**src/hw/rtl/dmm_pkg.sv**
```systemverilog
// Shared types and codes for the dense matrix multiply block.
// No dependencies; imported by dmm_mac, dense_matrix_multiply_top and the testbench.
`default_nettype none

package dmm_pkg;

    // Largest supported matrix dimension
    localparam int MAX_DIM_DEF = 8;

    // Dimension register value after reset
    localparam logic [3:0] DIM_RESET = 4'd8;

    // Request kinds on the input stream
    localparam logic [1:0] REQ_LOAD_A = 2'd0;
    localparam logic [1:0] REQ_LOAD_B = 2'd1;
    localparam logic [1:0] REQ_LOAD_C = 2'd2;
    localparam logic [1:0] REQ_RUN    = 2'd3;

    // Product modes
    localparam logic [1:0] MODE_PLAIN = 2'd0;
    localparam logic [1:0] MODE_TRANS = 2'd1;
    localparam logic [1:0] MODE_ACC   = 2'd2;

    // Configuration register indexes
    localparam logic [1:0] CFG_MODE  = 2'd0;
    localparam logic [1:0] CFG_DIM_M = 2'd1;
    localparam logic [1:0] CFG_DIM_N = 2'd2;
    localparam logic [1:0] CFG_DIM_P = 2'd3;

    // Sequencer states
    typedef enum logic [1:0] {
        ST_IDLE,
        ST_MAC,
        ST_FIN,
        ST_OUT
    } state_t;

    // Controls from the sequencer to the multiply-accumulate unit
    typedef struct packed {
        logic clear;
        logic prod_en;
        logic acc_en;
    } mac_ctrl_t;

endpackage

`default_nettype wire

```
**src/hw/rtl/dmm_mac.sv**
```systemverilog
// Shared multiply-accumulate unit with rounding, preload add and saturation.
// Depends on dmm_pkg for the control struct.
`default_nettype none

module dmm_mac
    import dmm_pkg::*;
#(
    parameter int MAX_DIM = MAX_DIM_DEF
)
(
    input  wire logic               clk,
    input  wire mac_ctrl_t          ctrl,
    input  wire logic signed [31:0] a_val,
    input  wire logic signed [31:0] b_val,
    input  wire logic signed [31:0] c_val,
    input  wire logic               add_c,
    output logic signed [31:0]      result
);

    localparam int IDX_W = (MAX_DIM > 1) ? $clog2(MAX_DIM) : 1;
    localparam int ACC_W = 64 + IDX_W;
    localparam int SUM_W = ACC_W - 15;

    logic signed [63:0]      prod_reg;
    logic signed [ACC_W-1:0] acc_reg;
    logic signed [SUM_W-1:0] total;

    // Register the product, then accumulate it exactly
    always_ff @(posedge clk)
    begin
        if (ctrl.prod_en)
        begin
            prod_reg <= a_val * b_val;
        end
        if (ctrl.clear)
        begin
            acc_reg <= '0;
        end
        else if (ctrl.acc_en)
        begin
            acc_reg <= acc_reg + ACC_W'(prod_reg);
        end
    end

    // Drop 16 fraction bits with floor rounding, add the preload, saturate
    always_comb
    begin
        total = SUM_W'(signed'(acc_reg[ACC_W-1:16]))
              + SUM_W'(add_c ? c_val : 32'sd0);
        if ((&total[SUM_W-1:31]) || !(|total[SUM_W-1:31]))
        begin
            result = total[31:0];
        end
        else if (total[SUM_W-1])
        begin
            result = 32'sh8000_0000;
        end
        else
        begin
            result = 32'sh7FFF_FFFF;
        end
    end

endmodule

`default_nettype wire

```
**config.mk**
```make
export PLATFORM = sky130hd
export DESIGN_NAME = dmm_mac
export DESIGN_NICKNAME = d
export VERILOG_FILES = /design/src/hw/rtl/dmm_pkg.sv /design/src/hw/rtl/dmm_mac.sv
export SDC_FILE = /design/constraint.sdc
export NUM_CORES = 2
export LEC_CHECK = 0
export BUFFER_PORTS_ARGS = -buffer_cell sky130_fd_sc_hd__buf_2
export CAP_MARGIN = 20
export CORE_MARGIN = 2
export CORE_UTILIZATION = 45
export CTS_CLUSTER_DIAMETER = 40
export DETAILED_ROUTE_END_ITERATION = 12
export PLACE_DENSITY_LB_ADDON = 0.25
export SLEW_MARGIN = 20
export SYNTH_ARGS = -nofsm -noshare
export SYNTH_HDL_FRONTEND = slang
export SYNTH_SLANG_ARGS = --single-unit
```
**constraint.sdc**
```tcl
create_clock -name clk -period 13.61 [get_ports clk]
set_input_delay 2.722 -clock clk [delete_from_list [all_inputs] [get_ports clk]]
set_output_delay 2.722 -clock clk [all_outputs]
set_load 0.03 [all_outputs]
```
==> After elaboration in Yosys (flattened, before gate mapping) <==
Cells that the tools add are included.
{ "word_totals": {"reg_bits": 131, "latch_bits": 0, "ramBits": 0, "rom_bits": 0, "in_bits": 101, "output_inout_bits": 32, "memories": 0} }
{ "op_classes": {"addsub": 2, "mul": 1, "div": 0, "n_lt_le_gt_ge": 0, "n_eq_ne": 0, "shifts": 0, "mux": 3, "n_bitwise": 0, "reduce_logical": 4} }
{ "op_table": {"columns": ["operator", "n"], "rows": [
  ["adder 67 x 64 -> 67 bit", 1],
  ["multiplier 32 x 32 -> 64 bit", 1],
  ["two-way mux 32 bit", 2],
  ["adder 51 x 52 -> 52 bit", 1],
  ["two-way mux 52 bit", 1],
  ["AND reduction 21 bit", 1],
  ["OR reduction 21 bit", 1],
  ["logical NOT 1 bit", 1],
  ["logical OR 1 bit", 1]
]} }

==> Longest topological paths before layout <==
{ "logic_depth": {"ltp_word": 6, "mapped_depth": 30, "ltp_nobuf": 29} }

==> Least setup slack after synthesis <==
OpenSTA, ideal clock, no wires.
{ "synth_timing": {"path_type": "input port to flip-flop", "start": "in a_val[31]", "end": "reg prod_reg[62] (data pin)", "arrival_ns": 10.250, "path_slack_ns": 3.224, "cell_stages": 26, "path_buffers": 1, "cell_sequence": "clkbuf_1 -> nand2_1 -> inv_1 -> fa_1 -> fa_1 -> fa_1 -> fa_1 -> fa_1 -> fa_1 -> fa_1 -> inv_1 -> fa_1 -> inv_1 -> ha_1 -> a21o_1 -> a21o_1 -> a2111oi_0 -> nor3_1 -> nand3_1 -> o211a_1 -> o21bai_1 -> a41o_1 -> o221ai_1 -> a21oi_1 -> or4b_2 -> nand3_1"} }
{ "synth_between": {"elab_chain_len": 1} }
{ "synth_lines": {"columns": ["element", "line_no", "source"], "rows": [
  ["start, declared", "dmm_mac.sv:13", "input wire logic signed [31:0] a_val,"],
  ["multiplier 32 x 32 -> 64 bit", "dmm_mac.sv:33", "prod_reg <= a_val * b_val;"],
  ["end signal, assigned", "dmm_mac.sv:33", null],
  ["end, declared", "dmm_mac.sv:24", "logic signed [63:0] prod_reg;"]
]} }
No other way between the ends.
A chain may end at the register's enable or synchronous reset.

==> Final worst setup path <==
{ "layout_timing": {"start": "in b_val[5]", "end": "reg prod_reg[62] (data pin)"} }
{ "layout_between": {"elab_chain_len": 1} }
{ "layout_lines": {"columns": ["element", "line_no", "source"], "rows": [
  ["start, declared", "dmm_mac.sv:14", "input wire logic signed [31:0] b_val,"],
  ["multiplier 32 x 32 -> 64 bit", "dmm_mac.sv:33", null]
]} }
No other way between the ends.

==> summary.md <==
| Metric | Value |
|---|---|
| Synth area leaders | fa_1, inv_1, ha_1, and2_1, nand2_1 |
| Setup Skew | 11.10 ps |
| Vias in the first global route | 37390 |
| CTS Buffer Depth | 2 |
| Synth warn | 0 |
| Die area | 108600 um^2 |
| Largest net degree at the start of global routing | 66 |
| Async SR Flop Fraction | 0% |
| Initial antenna violation count | 7 |
| Path type of the worst min-delay path | reg2reg |
| Worst EP required | 13800 ps |
| Slew margin rel. | 22.99% |
| Finished Cell Area | 49870 um^2 |
| Site row count | 119 |
| First-pass GRT wire length | 211600 um |
| Inst Count DP | 6559 |
| Area leader, netlist | fa_1 |
| Number of fillers in the final layout | 10190 |
| Initial DRC Count | 2372 |
| Peak Freq | 0.08931 GHz |
| Yosys top cell area share | 45.52% |
| Reg-to-reg startpoint | acc_reg[0]$_SDFFE_PP0P_ |
| Gpl congestion | 0.9174 |
| Hold path start | acc_reg[7]$_SDFFE_PP0P_ |
| Clk sinks | 131 |
| Kind of end point of the critical path | flop |
| Final Non-Filler Cells | 6592 |
| Post-Syn Area | 47670 um^2 |
| Outcome | complete, no violations |
| Core Box Area | 105100 um^2 |
| EDFF count, synth | 64 |
| CP max FO | 32 |
| Primary FF master, synth | dfxtp_1 |
| CTS resizes | 0 |
| RSZ-0062 raised after global routing | no |
| Port bufs | 132 |
| Vias per cell | 5.366 |
| Syn avg cell area | 9.050 um^2 |
| Wire per inst | 20.04 um |
| Via Count | 35370 |
| Period Utilization, post-route | 82.27% |
| Root Driver | clkbuf_16 |
| Area Overhead vs Synth | 4.603% |
| Crit-path most repeated cell | fa_1 |
| Placed wire-length estimate | 102800 um |
| Post-Syn Instances | 5268 |
| Post-synth cell types | 79 |
| Max FFs per register | 67 |
| Setup violators final | 0 |
| Grt ovf | 0 |
| CP startpoint | b_val[5] |
| Final hold vios | 0 |
| Clock period minus worst slack | 11200 ps |
| DRC viols | 0 |
| Clk slew on worst S/H paths | 60 ps |
| Post-route setup TNS | 0 ps |
| Measured slew at the worst slew-check pin | 1155 ps |
| Initial DRT Pass Iterations | 6 |
| Layout Nets | 6673 |
| Syn nets | 6754 |
| Crit path max-delay family | adder cells |
| Starting Density | 45.35% |
| TritonCTS clock tree | built |
| Crit path launch type | input pin |
| CTS Hold Buffers Added | 0 |
| H-tree depth | 4 |
| Post-route ant nets | 0 |
| Layout cells sized above 1 | 4.212% |
| Cts bufs inserted | 17 |
| Die Ht | 329.5 um |
| WS Path Type | in2reg |
| Setup Fix Bufs, Post-CTS | 0 |
| Die Wd | 329.5 um |
| Area post-placement | 49290 um^2 |
| Clk Latency, worst-skew pair | 440 ps |
| Crit-path slowest cell | fa_1 |
| Overall Global Routing Usage | 25.06% |
| Bufs and invs on worst path | 7 |
| Maximum Capacitance Violations | 0 |
| Crit path DAT | 11390 ps |
| IO Pins | 133 |
| CP peak stage delay | 910 ps |
| Number of synthesized register bits | 131 |
| Detailed Route WL | 132100 um |
| Sequential area share after synthesis | 6.845% |
| Max Slew Vio Count | 0 |
[final timing paths]
check                                   to  slack [ps]  cells past startpoint
setup / recovery    prod_reg[62]$_DFFE_PP_        2410                     26
hold reg to reg    acc_reg[7]$_SDFFE_PP0P_         490                      2
hold / removal     acc_reg[7]$_SDFFE_PP0P_         490                      2
setup reg to reg  acc_reg[66]$_SDFFE_PP0P_        9170                     15
[per-stage QoR]
| step | hold slack (ps) | util, % | setup WS [ps] |
|---|---|---|---|
| after CTS | 491.2 | 47.44 | 2464 |
| after detailed placement | 482.7 | 46.89 | 2005 |
| after global routing | 510.5 | 47.44 | 1888 |
| after floorplan | 456.9 | - | 3224 |
| final | 492.0 | 47.44 | 2413 |
| after global placement | 477.1 | 46.89 | 1986 |
[Yosys cell counts (56+ instances only)]
library cell and count:
fa_1 1084, inv_1 1043, nand2_1 619, and2_1 539
ha_1 301, clkbuf_1 250, a21oi_1 201, nor2_1 149
o21ai_0 112, xnor2_1 112, a21o_1 89, dfxtp_1 67
edfxtp_1 64, xor2_1 56
[worst min-delay path, stage by stage, from the launching register on]
cell and delay, ps:
dfxtp_1 310, nor2_1 80, a211oi_1 50
[cells in the final DEF (no fill, tap or decap), types with 7 or more instances in the layout]
cell type | netlist | layout
fa_1 | 1084 | 1084
o21ai_0 | 112 | 112
nor2b_1 | 47 | 47
clkbuf_16 | 0 | 17
ha_1 | 301 | 301
and2_1 | 539 | 539
a221oi_1 | 7 | 7
inv_1 | 1043 | 1043
buf_2 | 6 | 131
a211oi_1 | 26 | 26
a21o_1 | 89 | 89
nand2_1 | 619 | 619
nand3_1 | 51 | 51
and3_1 | 20 | 20
o31ai_1 | 10 | 10
a31oi_1 | 25 | 25
nor2_1 | 149 | 149
or3_1 | 7 | 7
dfxtp_1 | 67 | 67
o211ai_1 | 15 | 15
xor2_1 | 56 | 56
o21ai_1 | 33 | 33
a21oi_1 | 201 | 201
or2_2 | 7 | 7
buf_4 | 0 | 30
mux2i_1 | 43 | 43
a211o_1 | 10 | 10
nor3_1 | 33 | 33
nand4_1 | 36 | 36
nand2b_1 | 40 | 40
xnor2_1 | 112 | 112
o21a_1 | 17 | 17
edfxtp_1 | 64 | 64
inv_6 | 0 | 7
a31o_2 | 8 | 8
nor4_1 | 12 | 12
o21bai_1 | 32 | 32
[routing by layer]
metal	routed length, um	vias up	track usage [%]
met5	39	-	0
li1	-	15960	-
met4	2547	6	5.198
met1	58990	17880	36.13
met2	58890	1347	39.51
met3	11650	181	4.691
[area by class of cell]
type	count	area, um^2	share of cell area [%]
clock inverters	15	146.4	0.2935
diodes	1	2.502	0.005018
flip-flops and latches	131	3263	6.543
inverters	1044	3919	7.858
multi-input cells	3832	39490	79.19
well taps	1391	1740	3.490
clock buffers	17	425.4	0.8530
repair buffers	161	880.8	1.766
[cell families (layout without fill, tap and decap cells)]
group | Yosys count | count (layout) | share of synthesized area, %
xor gates and xnor gates | 168 | 168 | 3.086
buffers and inverters | 1305 | 1237 | 10.34
DFF | 131 | 131 | 6.845
AOI/OAI and AO/OA | 647 | 647 | 8.658
other | 0 | 1 | 0
and+or+nand+nor | 1587 | 1587 | 16.70
adders and majority gates | 1385 | 1385 | 53.42
muxes | 45 | 45 | 0.9500
Power is not shown: default switching activity piles up to over one toggle a cycle in this logic, so the estimate is an artifact.
